--- src/design/lsm_pkg.sv ---
// Shared types and constants for the LCG seed letter match unit.
package lsm_pkg;

  localparam int unsigned SEED_W     = 36;
  localparam int unsigned LETTER_W   = 5;
  localparam int unsigned DEPTH_W    = 5;
  localparam int unsigned REG_W      = 50;
  localparam int unsigned MAX_LENGTH = 20;
  localparam int unsigned HALF_W     = SEED_W / 2;

  localparam logic [SEED_W-1:0] LCG_MUL = 36'd17059465;
  localparam logic [SEED_W-1:0] LCG_INV = 36'd67451848633;
  localparam logic [SEED_W-1:0] LETTER_SPAN = 36'd26;

  localparam logic [HALF_W-1:0] INV_LO = LCG_INV[HALF_W-1:0];
  localparam logic [HALF_W-1:0] INV_HI = LCG_INV[SEED_W-1:HALF_W];

  typedef enum logic {
    REG_TARGET_LOW  = 1'b0,
    REG_TARGET_HIGH = 1'b1
  } lsm_reg_idx_t;

  typedef struct packed {
    logic [SEED_W-1:0]  seed;
    logic [SEED_W-1:0]  x;
    logic [DEPTH_W-1:0] depth;
  } lsm_token_t;

  typedef struct packed {
    logic               matched;
    logic [DEPTH_W-1:0] depth;
    logic [SEED_W-1:0]  prev_seed;
  } lsm_result_t;

endpackage

--- src/design/lsm_cell.sv ---
// One letter cell of the chain: compares one letter and steps the generator once.
module lsm_cell
  import lsm_pkg::*;
#(
  parameter int unsigned STEP = 0
) (
  input  logic                clk,
  input  logic                rst_n,
  input  logic                up_valid,
  output logic                up_ready,
  input  lsm_token_t          up_tok,
  input  logic [LETTER_W-1:0] target_letter,
  output logic                dn_valid,
  input  logic                dn_ready,
  output lsm_token_t          dn_tok
);

  localparam logic [DEPTH_W-1:0] STEP_DEPTH = DEPTH_W'(STEP + 1);

  logic                     valid_r;
  lsm_token_t               tok_r;
  lsm_token_t               tok_nxt;
  logic [SEED_W+LETTER_W-1:0] letter_prod;
  logic [LETTER_W-1:0]      letter;

  always_comb begin
    letter_prod = {{LETTER_W{1'b0}}, up_tok.x} * {{LETTER_W{1'b0}}, LETTER_SPAN};
    letter      = letter_prod[SEED_W+LETTER_W-1:SEED_W];
    tok_nxt     = up_tok;
    tok_nxt.x   = up_tok.x * LCG_MUL + {{(SEED_W-1){1'b0}}, 1'b1};
    if (up_tok.depth == '0 && letter != target_letter) begin
      tok_nxt.depth = STEP_DEPTH;
    end
  end

  assign up_ready = !valid_r || dn_ready;
  assign dn_valid = valid_r;
  assign dn_tok   = tok_r;

  always_ff @(posedge clk) begin
    if (!rst_n) begin
      valid_r <= 1'b0;
    end else if (up_ready) begin
      valid_r <= up_valid;
    end
  end

  always_ff @(posedge clk) begin
    if (up_ready && up_valid) begin
      tok_r <= tok_nxt;
    end
  end

endmodule

--- config.mk ---
export PLATFORM = sky130hd
export DESIGN_NAME = lsm_cell
export DESIGN_NICKNAME = d
export VERILOG_FILES = /design/src/design/lsm_pkg.sv /design/src/design/lsm_cell.sv
export SDC_FILE = /design/constraint.sdc
export NUM_CORES = 1
export LEC_CHECK = 0
export BUFFER_PORTS_ARGS = -buffer_cell sky130_fd_sc_hd__clkbuf_2
export CAP_MARGIN = 40
export CORE_MARGIN = 4
export CORE_UTILIZATION = 55
export DETAILED_ROUTE_END_ITERATION = 10
export HOLD_SLACK_MARGIN = 0.05
export MAX_ROUTING_LAYER = met4
export PLACE_DENSITY = 0.73
export SYNTH_ARGS = -nofsm -noshare
export SYNTH_HDL_FRONTEND = slang
export SYNTH_SLANG_ARGS = --single-unit
--- constraint.sdc ---
create_clock -name clk -period 22.1 [get_ports clk]
set_clock_uncertainty 0.15 [all_clocks]
set_input_delay 4.42 -clock clk [delete_from_list [all_inputs] [get_ports clk]]
set_output_delay 4.42 -clock clk [all_outputs]
set_load 0.02 [all_outputs]
Word-level counts from Yosys, hierarchy flattened. Index checks and enable logic that the tools add are counted.

Add/subtract/negate cells: 1. Multiply operators: 2. Eq/ne operators: 1. Reduce and logical (&&, ||, !) cells: 5.

Operators by type and width (count): 36-bit by 4-bit multiplier with 40-bit output (second input constant) (1); 36-bit by 1-bit adder with 36-bit output (second input constant) (1); 36-bit by 25-bit multiplier with 36-bit output (second input constant) (1); 5-bit logical NOT (1); 5-bit != test (1); 1-bit logical AND (2); 1-bit logical NOT (1); 1-bit logical OR (1).

Flip-flop bits (word level): 78. Logic and storage cells: 13.

Longest topological paths before layout.
Depth in word-level cells: 3. Depth in mapped cells: 24. Mapped depth without buffers: 23.

Worst setup path after synthesis. Ideal clock, no wire load.

Path kind: input to register. Start point: in up_tok[15] (netlist name). End point: reg tok_r, in the netlist dn_tok[37], data pin. Arrival time: 9581 ps. Data required time: 21687 ps. Setup slack: 12106 ps. Stages on the path: 22. Path buffers: 0. Cells stage by stage: ha_1 > xor2_1 > ha_1 > inv_1 > fa_1 > inv_1 > fa_1 > inv_1 > fa_1 > inv_1 > fa_1 > inv_1 > fa_1 > inv_1 > ha_1 > a21o_1 > a221o_1 > a21oi_2 > o31ai_4 > o211ai_2 > mux2i_1 > a2111o_1.

RTL lines: start, declared (line lsm_cell.sv:11) `input lsm_token_t up_tok,`; end signal, assigned (line lsm_cell.sv:50) `tok_r <= tok_nxt;`; end, declared (line lsm_cell.sv:21) `lsm_token_t tok_r;`.

==> summary.txt <==
Run status
  – Result of the run: finished clean

Cells and area
  – Area growth syn-to-layout: 11.4%
  – Share of cells above drive strength 1: 13.3%
  – Commonest non-fill, non-tap cell in the layout: inv_1
  – Final #Nets: 1994
  – Most frequent cells in the layout: 367 x inv_1, 281 x ha_1, 164 x clkbuf_2, 155 x fa_1, 77 x edfxtp_1
  – Antenna Cells: 0
  – Fin area: between 10000 and 15000 um^2

Clock tree
  – Skew-Pair Late Insertion Delay: between 300 and 400 ps
  – CTS clk-pin slew, worst paths: 70 ps
  – Hold bufs inserted after CTS: 0
  – Setup Fix Bufs, Post-CTS: 0
  – Num CTS Buffers: 9
  – Clk buf depth: 2
  – Root Buffer: clkbuf_16
  – Number of gates resized after cts: 0
  – TritonCTS clock tree: yes
  – Max H-tree Level: 3
  – Clock tree sinks: 78

Place
  – Post-DP HPWL: 26100 um
  – Port bufs: around 160
  – Area after DPL: 14300 um^2
  – Routability cong.: 0.920

Detailed routing
  – DRC viols: 0
  – Antenna-violating nets left: 0
  – DRT Pass-1 Iters: 4
  – DRT iter0 DRCs: 450
  – Vias per inst: 5.35
  – Avg WL per Cell: around 17 um
  – Vias: slightly below 10k
  – WL final: around 30000 um

Setup path
  – Reg2Reg Launch Point: dn_valid
  – CP Buf/Inv Count: 7
  – CP dominant cell by count: inv_1
  – Crit-path max cell delay: 530 ps
  – CP Launch Point: up_tok[15]
  – Worst path cell trace: clkbuf_2 > ha_1 > xor2_1 > ha_1 > inv_1 > fa_1 > inv_1 > fa_1 > inv_1 > fa_1 > inv_1 > fa_1 > inv_1 > fa_1 > inv_1 > ha_1 > a21o_1 > a221o_1 > a21oi_2 > o31ai_4 > o211ai_2 > mux2i_1 > a2111o_1
  – Critical path type: in -> reg
  – Crit end category: flop
  – Internal reg-to-reg setup slack: 20560 ps
  – Critical path fanouts, max: 10
  – Crit-path slowest cell: fa_1
  – Delay-heaviest family, CP: adder cells
  – Critical path required time: 22050 ps
  – CP startpoint kind: input port
  – Critical Path AT: between 10000 and 15000 ps

Global route
  – Remaining Overflow, GRT: 0
  – Initial antenna violation count: 0
  – Largest net degree at the start of global routing: 63
  – Total track usage: approximately 24%
  – Vias in the first global route: around 10k
  – Global-route wire length before repair: 49200 um

Floorplanning
  – Die Span X: about 160 um
  – I/O pin cnt: ~170
  – Core area: 23500 um^2
  – Starting Density: 55.8%
  – Row Count: 56
  – Die height: 162 um
  – Die area: roughly 26000 um^2

Yosys
  – Synth Instances: 1307
  – Yosys warnings: 0
  – Avg Inst Size Synth: 10.0 um^2
  – Synth Cell Area: 13100 um^2
  – Asr flop ratio synth: 0%
  – Syn_nets: roughly 1.8k
  – Synth Register Bits: 78
  – Post-synth EDFFs: 77
  – Cell variety after synth: 63
  – Register area share after synthesis: 17.8%
  – Top FF cell, synth: edfxtp_1

Job
  – Max Cap Viol: 0

STA
  – Final setup violation count: 0
  – Fmax: 98.0 MHz
  – Final min period: 10200 ps
  – Setup_tns: 0 ps
  – Fin. Hold Viols: 0
  – Final period util: 46.2%
  – Pins Over Slew Limit: 0
  – Max_slew headroom: 53.6%
  – Slew @ Worst Pin: slightly below 700 ps
  – Unrepaired setup endpoints after global routing: no

Hold path
  – HP Class: reg -> reg
  – HP Start: dn_valid
[flip-flops by register name, summed over array words and instances (netlist names)]
name      flops
dn_tok       77
dn_valid      1
[cell type report]
| class | instances | area (um^2) |
|---|---|---|
| well taps | 319 | 399 |
| multi-input cells | 851 | 9360 |
| repair buffers | 165 | 848 |
| clock buffers | 9 | 225 |
| clock inverters | 7 | 57.6 |
| inverters | 367 | 1380 |
| flip-flops and latches | 78 | 2330 |
| fillers | 1982 | 8880 |
[path summary, 6_finish.rpt]
kind                 to  cells past startpoint
max          dn_tok[37]                     23
min            dn_valid                      2
min reg2reg    dn_valid                      2
max reg2reg   dn_tok[0]                      3
[layer usage]
metal | track usage, % | share of wire [%] | wire (um)
met3 | 2.73 | 5.1 | 1520
met2 | 40.8 | 49 | 14600
met1 | 31.6 | 44 | 13300
met4 | 5.65 | 2.0 | 599
met5 | - | 0 | 0
[worst min-delay path: stages (launching register included)]
cell      delay, ps
dfxtp_1         310
nand2b_1         90
a21boi_0         90
[cell usage after synthesis (11+ instances only)]
cell type / instances / area, um^2
a21oi_1: 54 / 270
xor2_1: 30 / 263
o21ai_0: 38 / 190
inv_1: 367 / 1380
ha_1: 281 / 3520
a211oi_1: 12 / 90.1
clkbuf_1: 11 / 41.3
nand2_1: 36 / 135
fa_1: 155 / 3100
edfxtp_1: 77 / 2310
nor3_1: 11 / 55.1
nand3_1: 22 / 110
a21o_1: 28 / 210
xnor2_1: 41 / 359
nor2_1: 28 / 105
[stage by stage]
stage	hold WS (ps)	worst slack, ps	utilization [%]	instances
CTS	394	11900	62.2	1796
floorplan	600	12110	-	1307
finish	385	11900	62.2	1796
global placement	369	11590	60.9	1779
detailed placement	385	11540	61.0	1780
global route	443	11630	62.2	1796
[kinds of logic after synthesis]
| logic type | share of synthesized area (%) |
|---|---|
| buffers and inverters | 10.8 |
| AO/OA/AOI/OAI | 10.1 |
| flip-flops | 17.8 |
| XOR/XNOR | 4.75 |
| multiplexers | 0.315 |
| adder cells (fa/ha/maj) | 50.5 |
| AND/OR/NAND/NOR | 5.76 |
Power is left out: the tool's default activity adds up to more than one toggle a clock period on the data nets, which glitch-free logic cannot reach.
