## config.mk

```make
export PLATFORM = sky130hd
export DESIGN_NAME = lsm_inv_step
export DESIGN_NICKNAME = d
export VERILOG_FILES = /design/src/design/lsm_pkg.sv /design/src/design/lsm_inv_step.sv
export SDC_FILE = /design/constraint.sdc
export NUM_CORES = 1
export LEC_CHECK = 0
export BUFFER_PORTS_ARGS = -buffer_cell sky130_fd_sc_hd__buf_2
export CORE_MARGIN = 5
export CORE_UTILIZATION = 57
export DETAILED_ROUTE_END_ITERATION = 8
export PLACE_DENSITY_LB_ADDON = 0.1
export SETUP_SLACK_MARGIN = 0.05
export SYNTH_ARGS = -nofsm -noshare
export SYNTH_HDL_FRONTEND = slang
export SYNTH_SLANG_ARGS = --single-unit
```

## constraint.sdc

```tcl
create_clock -name clk -period 7.8 [get_ports clk]
set_input_delay 0.78 -clock clk [delete_from_list [all_inputs] [get_ports clk]]
set_output_delay 0.78 -clock clk [all_outputs]
set_load 0.01 [all_outputs]
```

## src/design/lsm_pkg.sv

```systemverilog
// Shared types and constants for the LCG seed letter match unit.
package lsm_pkg;

  localparam int unsigned SEED_W     = 36;
  localparam int unsigned LETTER_W   = 5;
  localparam int unsigned DEPTH_W    = 5;
  localparam int unsigned REG_W      = 50;
  localparam int unsigned MAX_LENGTH = 20;
  localparam int unsigned HALF_W     = SEED_W / 2;

  localparam logic [SEED_W-1:0] LCG_MUL = 36'd17059465;
  localparam logic [SEED_W-1:0] LCG_INV = 36'd67451848633;
  localparam logic [SEED_W-1:0] LETTER_SPAN = 36'd26;

  localparam logic [HALF_W-1:0] INV_LO = LCG_INV[HALF_W-1:0];
  localparam logic [HALF_W-1:0] INV_HI = LCG_INV[SEED_W-1:HALF_W];

  typedef enum logic {
    REG_TARGET_LOW  = 1'b0,
    REG_TARGET_HIGH = 1'b1
  } lsm_reg_idx_t;

  typedef struct packed {
    logic [SEED_W-1:0]  seed;
    logic [SEED_W-1:0]  x;
    logic [DEPTH_W-1:0] depth;
  } lsm_token_t;

  typedef struct packed {
    logic               matched;
    logic [DEPTH_W-1:0] depth;
    logic [SEED_W-1:0]  prev_seed;
  } lsm_result_t;

endpackage

```

## src/design/lsm_inv_step.sv

```systemverilog
// Two-stage inverse generator step and result register at the end of the chain.
module lsm_inv_step
  import lsm_pkg::*;
(
  input  logic        clk,
  input  logic        rst_n,
  input  logic        up_valid,
  output logic        up_ready,
  input  lsm_token_t  up_tok,
  output logic        dn_valid,
  input  logic        dn_ready,
  output lsm_result_t dn_res
);

  logic               valid_a_r;
  logic [SEED_W-1:0]  p_lo_r;
  logic [HALF_W-1:0]  p_hi_r;
  logic [DEPTH_W-1:0] depth_a_r;
  logic               valid_b_r;
  lsm_result_t        res_r;
  logic               ready_a;
  logic               ready_b;
  logic [SEED_W-1:0]  dec_seed;
  logic [SEED_W-1:0]  p_lo_nxt;
  logic [HALF_W-1:0]  p_hi_nxt;
  lsm_result_t        res_nxt;

  always_comb begin
    dec_seed = up_tok.seed - {{(SEED_W-1){1'b0}}, 1'b1};
    p_lo_nxt = dec_seed * {{(SEED_W-HALF_W){1'b0}}, INV_LO};
    p_hi_nxt = dec_seed[HALF_W-1:0] * INV_HI;
  end

  always_comb begin
    res_nxt.matched   = (depth_a_r == '0);
    res_nxt.depth     = depth_a_r;
    res_nxt.prev_seed = p_lo_r + {p_hi_r, {HALF_W{1'b0}}};
  end

  assign ready_b  = !valid_b_r || dn_ready;
  assign ready_a  = !valid_a_r || ready_b;
  assign up_ready = ready_a;
  assign dn_valid = valid_b_r;
  assign dn_res   = res_r;

  always_ff @(posedge clk) begin
    if (!rst_n) begin
      valid_a_r <= 1'b0;
      valid_b_r <= 1'b0;
    end else begin
      if (ready_a) begin
        valid_a_r <= up_valid;
      end
      if (ready_b) begin
        valid_b_r <= valid_a_r;
      end
    end
  end

  always_ff @(posedge clk) begin
    if (ready_a && up_valid) begin
      p_lo_r    <= p_lo_nxt;
      p_hi_r    <= p_hi_nxt;
      depth_a_r <= up_tok.depth;
    end
    if (ready_b && valid_a_r) begin
      res_r <= res_nxt;
    end
  end

endmodule

```

=== Yosys cells after proc, flatten, opt, wreduce, memory -nomap -nowiden ===
Cells that the tools add are included.
Widths: inputs -> output; s select.

* Memories kept: 0
* Register bits after elaboration: 101
* Bits in latches: 0
* Memory bits (writable): 0
* Bits in read-only memories: 0
* Output and inout bits: 44

* Equal/unequal tests: 0
* Reduce and logical (&&, ||, !) cells: 7
* Bitwise logic cells: 0
* Muxes and demuxes: 0
* Add/subtract/negate cells: 2
* Magnitude comparators: 0
* Multiply operators: 2
* Divide/modulo/power cells: 0
* Shift operators: 0

{| class="wikitable"
|+ Operator list
! kind !! number
|-
| $add 36x36->36 || 1
|-
| $mul 36x17->36 const B || 1
|-
| $sub 36x1->36 const B || 1
|-
| $mul 18x16->16 const B || 1
|-
| $logic_not 5->1 || 1
|-
| $logic_and 1x1->1 || 2
|-
| $logic_not 1->1 || 2
|-
| $logic_or 1x1->1 || 2
|}

=== Depth between registers and ports, before layout ===
* Word-level depth: 4
* Mapped depth: 28
* Depth with buffers taken out: 28

=== Least setup slack after synthesis ===
OpenSTA, ideal clock, no wires.

* Kind: input-to-reg
* From: input up_tok[41] (netlist bit)
* To: register p_lo_r[35], data pin
* Required time: 7539 ps
* Arrival time: 7544 ps
* Stages on the path: 26
* Slack: -6 ps
* Path buffers: 0
* Setup time: 261 ps
* Cells stage by stage: inv_1 -> ha_1 -> nor4b_4 -> nand2_1 -> or4_1 -> xnor2_1 -> xnor2_1 -> fa_1 -> inv_1 -> fa_1 -> fa_1 -> inv_1 -> fa_1 -> inv_1 -> fa_1 -> inv_1 -> ha_1 -> nand2_1 -> nor3_1 -> nand3_1 -> a211oi_1 -> o31ai_1 -> a211o_1 -> o21a_1 -> o21ai_0 -> xnor2_1

* Cells in the longest elaborated chain, start to end: 2

{| class="wikitable"
|+ Ends and longest elaborated chain
! what !! RTL line !! text
|-
| start, declared || lsm_inv_step.sv:9 || <nowiki>input lsm_token_t up_tok,</nowiki>
|-
| $sub 36x1->36 || lsm_inv_step.sv:29 || <nowiki>dec_seed = up_tok.seed - {{(SEED_W-1){1'b0}}, 1'b1};</nowiki>
|-
| $mul 36x17->36 || lsm_inv_step.sv:30 || <nowiki>p_lo_nxt = dec_seed * {{(SEED_W-HALF_W){1'b0}}, INV_LO};</nowiki>
|-
| named net p_lo_nxt[35] || lsm_inv_step.sv:24 || <nowiki>logic [SEED_W-1:0] p_lo_nxt;</nowiki>
|-
| end signal, assigned || lsm_inv_step.sv:62 || <nowiki>p_lo_r <= p_lo_nxt;</nowiki>
|-
| end, declared || lsm_inv_step.sv:16 || <nowiki>logic [SEED_W-1:0] p_lo_r;</nowiki>
|}

The timed path passes the listed nets, and every way through them passes these cells.
A chain may end at the register's enable or synchronous reset.

=== Worst setup path after layout ===
* From: input up_tok[42] (netlist bit)
* To: register p_lo_r[33], data pin

Same word-level chain as after synthesis.

==> results.md <==
* Run status: complete, no violations
* Clock transition at the registers of the reported paths at 0.07 ns
* Register area at 2983 um2
* Initial antenna violation count at 0
* CORE AREA at 26130 um2
* Fin worst setup slack at 0.4278 ns
* Layout cell share with drive strength beyond 1 at 12.75%
* Count of non-filler cells in the finished layout at 1967
* Final Skew at 0.005870 ns
* I/O Buffers at 88
* CTS Sinks at 100
* Most frequent cells in the layout: inv_1, ha_1, fa_1, edfxtp_1, xnor2_1
* Vias post-DR at 10.00k
* Total grt overflow at 0
* Placed cells at 1951
* Synth Instances at 1453
* Detailed Route Iter0 Violations at 590
* Gr usage total at 21.64%
* Worst hold path class: flip-flop to flip-flop
* Total wire length at 31.50 mm
* Clk root buf: clkbuf_16
* Mapped Nets at 2009
* Max_cap viols at 0
* RSZ-0062 raised after global routing: no
* DR pass1 iterations at 5
* Max Slew Vio Count at 0
* CTS tree: yes
* DRC at 0
* Post-CTS sizing at 0
* Nets at 2183
* CP startpoint: up_tok[42]
* Setup_tns at 0 ns
* Cts hold-fix bufs at 0
* Post-route ant nets at 0
* Initial core utilization at 58.20%
* # diodes at 0
* Synth Warn # at 0
* Clock Tree Buf Depth at 2
* Final min period at 7.372 ns
* HPWL after DPL at 27.96 mm
* Num rows at 59
* EDFF count, synth at 98
* Die Y at 173.4 um
* Io pins at 125
* Final Hold Viols at 0
* Post-synth ARST share at 0%
* Area occupied by multi-input gates at 10620 um2
* Fmax at 135.6 MHz
* Synth Cell Area at 15210 um2
* Largest net degree at the start of global routing at 57
* Measured slew at the worst slew-check pin at 1.124 ns
* Routability cong. at 0.9501
* Number of distinct library cells after synthesis at 52
* Critical Path RT at 7.90 ns
* Layout Utilization at 65.00%
* CP Data Arrival Time at 7.47 ns
* Register area share after synthesis at 19.61%
* Synth-to-Final Area Change at 11.68%
* Filler cells at 2177
* Ys flop type: edfxtp_1
* Number of global-route vias before repair at 10.36k
* Setup violators final at 0
* First-pass GRT wire length at 52.16 mm
* Postcts setup bufs at 0
* Die Area at 30050 um2
* CTS Buf Count at 9
* Routed wire per std cell at 16.01 um
* Placement Setup Slack at 0.01060 ns
* H-tree lvl count at 3
* Syn Area/Cell at 10.47 um2
* Final period util at 94.52%
* Yosys reg bits at 100
* Critical path capture point type: flip-flop
* Crit Path Class: input port to flip-flop
* RR Startpoint: p_lo_r[21]$_DFFE_PP_
* Rel. slew slack at 24.93%
* Most common cell after layout, fill and taps aside: inv_1
* Worst-path fanout max at 6
* Worst Setup Start Kind: input port
* Hold_sp: p_lo_r[1]$_DFFE_PP_
* Clock Latency Late Sink at 0.34 ns
* Die Width at 173.4 um
* Vias per cell at 5.084
[Yosys cell counts, types with 2 or more instances]
library cell,n,area share (%)
o21a_1,7,0.35
or3_1,6,0.25
o31a_1,2,0.12
nor3b_1,2,0.099
o41ai_1,5,0.29
a21oi_1,34,1.1
o21ai_0,23,0.76
a31oi_1,3,0.12
or4_1,4,0.20
o211ai_1,3,0.15
or2_2,7,0.29
nor3_1,18,0.59
nor4_1,8,0.33
and2_1,5,0.21
dfxtp_1,2,0.26
a31o_2,3,0.17
xor2_1,40,2.3
nor2_1,57,1.4
ha_1,250,21
nand2_1,32,0.79
nand4_1,3,0.12
edfxtp_1,98,19
o21bai_1,7,0.35
a21o_1,15,0.74
nor2b_1,9,0.37
fa_1,225,30
xnor2_1,91,5.2
nand3_1,15,0.49
o2111ai_1,3,0.17
a211oi_1,11,0.54
inv_1,438,11
nand2b_1,4,0.16
clkbuf_1,2,0.049
and3_1,2,0.082
or4_4,2,0.15
[critical path, cell delays in order]
cell and delay (ns):
buf_2 0.11, inv_1 0.11, ha_1 0.17, nor4b_2 0.19, buf_4 0.17, nand2_1 0.06, or3_1 0.36, xor2_2 0.20
inv_1 0.19, ha_1 0.38, fa_1 0.51, fa_1 0.42, fa_1 0.49, inv_1 0.06, fa_1 0.49, fa_1 0.49
inv_1 0.04, ha_1 0.31, a21oi_1 0.23, o21bai_1 0.11, a21oi_1 0.29, a211oi_2 0.14, o31ai_1 0.35, a211o_1 0.25
o211ai_1 0.15, o31a_1 0.28, xor2_1 0.14
[kinds of logic (layout without fill, tap and decap cells)]
kind of cell,after synthesis,after routing,synth area share [%]
flip-flops,100,100,19.61
buffers and inverters,441,620,10.89
AND/OR/NAND/NOR,183,183,6.408
AO/OA/AOI/OAI,122,122,5.298
adder cells (fa/ha/maj),475,475,50.18
XOR/XNOR,131,131,7.544
multiplexers,1,1,0.06581
[layer usage]
layer | track usage (%) | wire length (um)
met5 | 0 | 0
met4 | 3.791 | 414
met3 | 2.421 | 1387
met2 | 36.05 | 15000
met1 | 31.32 | 14700
[path summary, 6_finish.rpt]
path / endpoint / slack [ns] / cells after the start
min: dn_res[1]$_DFFE_PP_ / 0.42 / 0
max reg2reg: dn_res[35]$_DFFE_PP_ / 4.65 / 10
max: p_lo_r[33]$_DFFE_PP_ / 0.43 / 27
min reg2reg: dn_res[1]$_DFFE_PP_ / 0.42 / 0
[metrics by stage]
step / area, um2 / hold WS (ns)
floorplan: 15220 / 0.4003
global placement: 16670 / 0.4006
detailed placement: 16670 / 0.4045
CTS: 16960 / 0.4204
global route: 16990 / 0.4237
finish: 16990 / 0.4188
[state kept, by name, summed over array words and instances, names as in the netlist]
register / count
p_lo_r: 36
p_hi_r: 15
dn_res: 42
depth_a_r: 5
valid_a_r: 1
dn_valid: 1
[final cells by class]
| class | instances | area share [%] |
|---|---|---|
| multi-input cells | 912 | 62.50 |
| inverters | 438 | 9.679 |
| well taps | 335 | 2.468 |
| clock buffers | 11 | 1.429 |
| clock inverters | 5 | 0.2504 |
| flip-flops and latches | 100 | 17.56 |
| repair buffers | 166 | 6.114 |
Power is left out: the tool's default activity adds up to more than one toggle a clock period on the data nets, which glitch-free logic cannot reach.
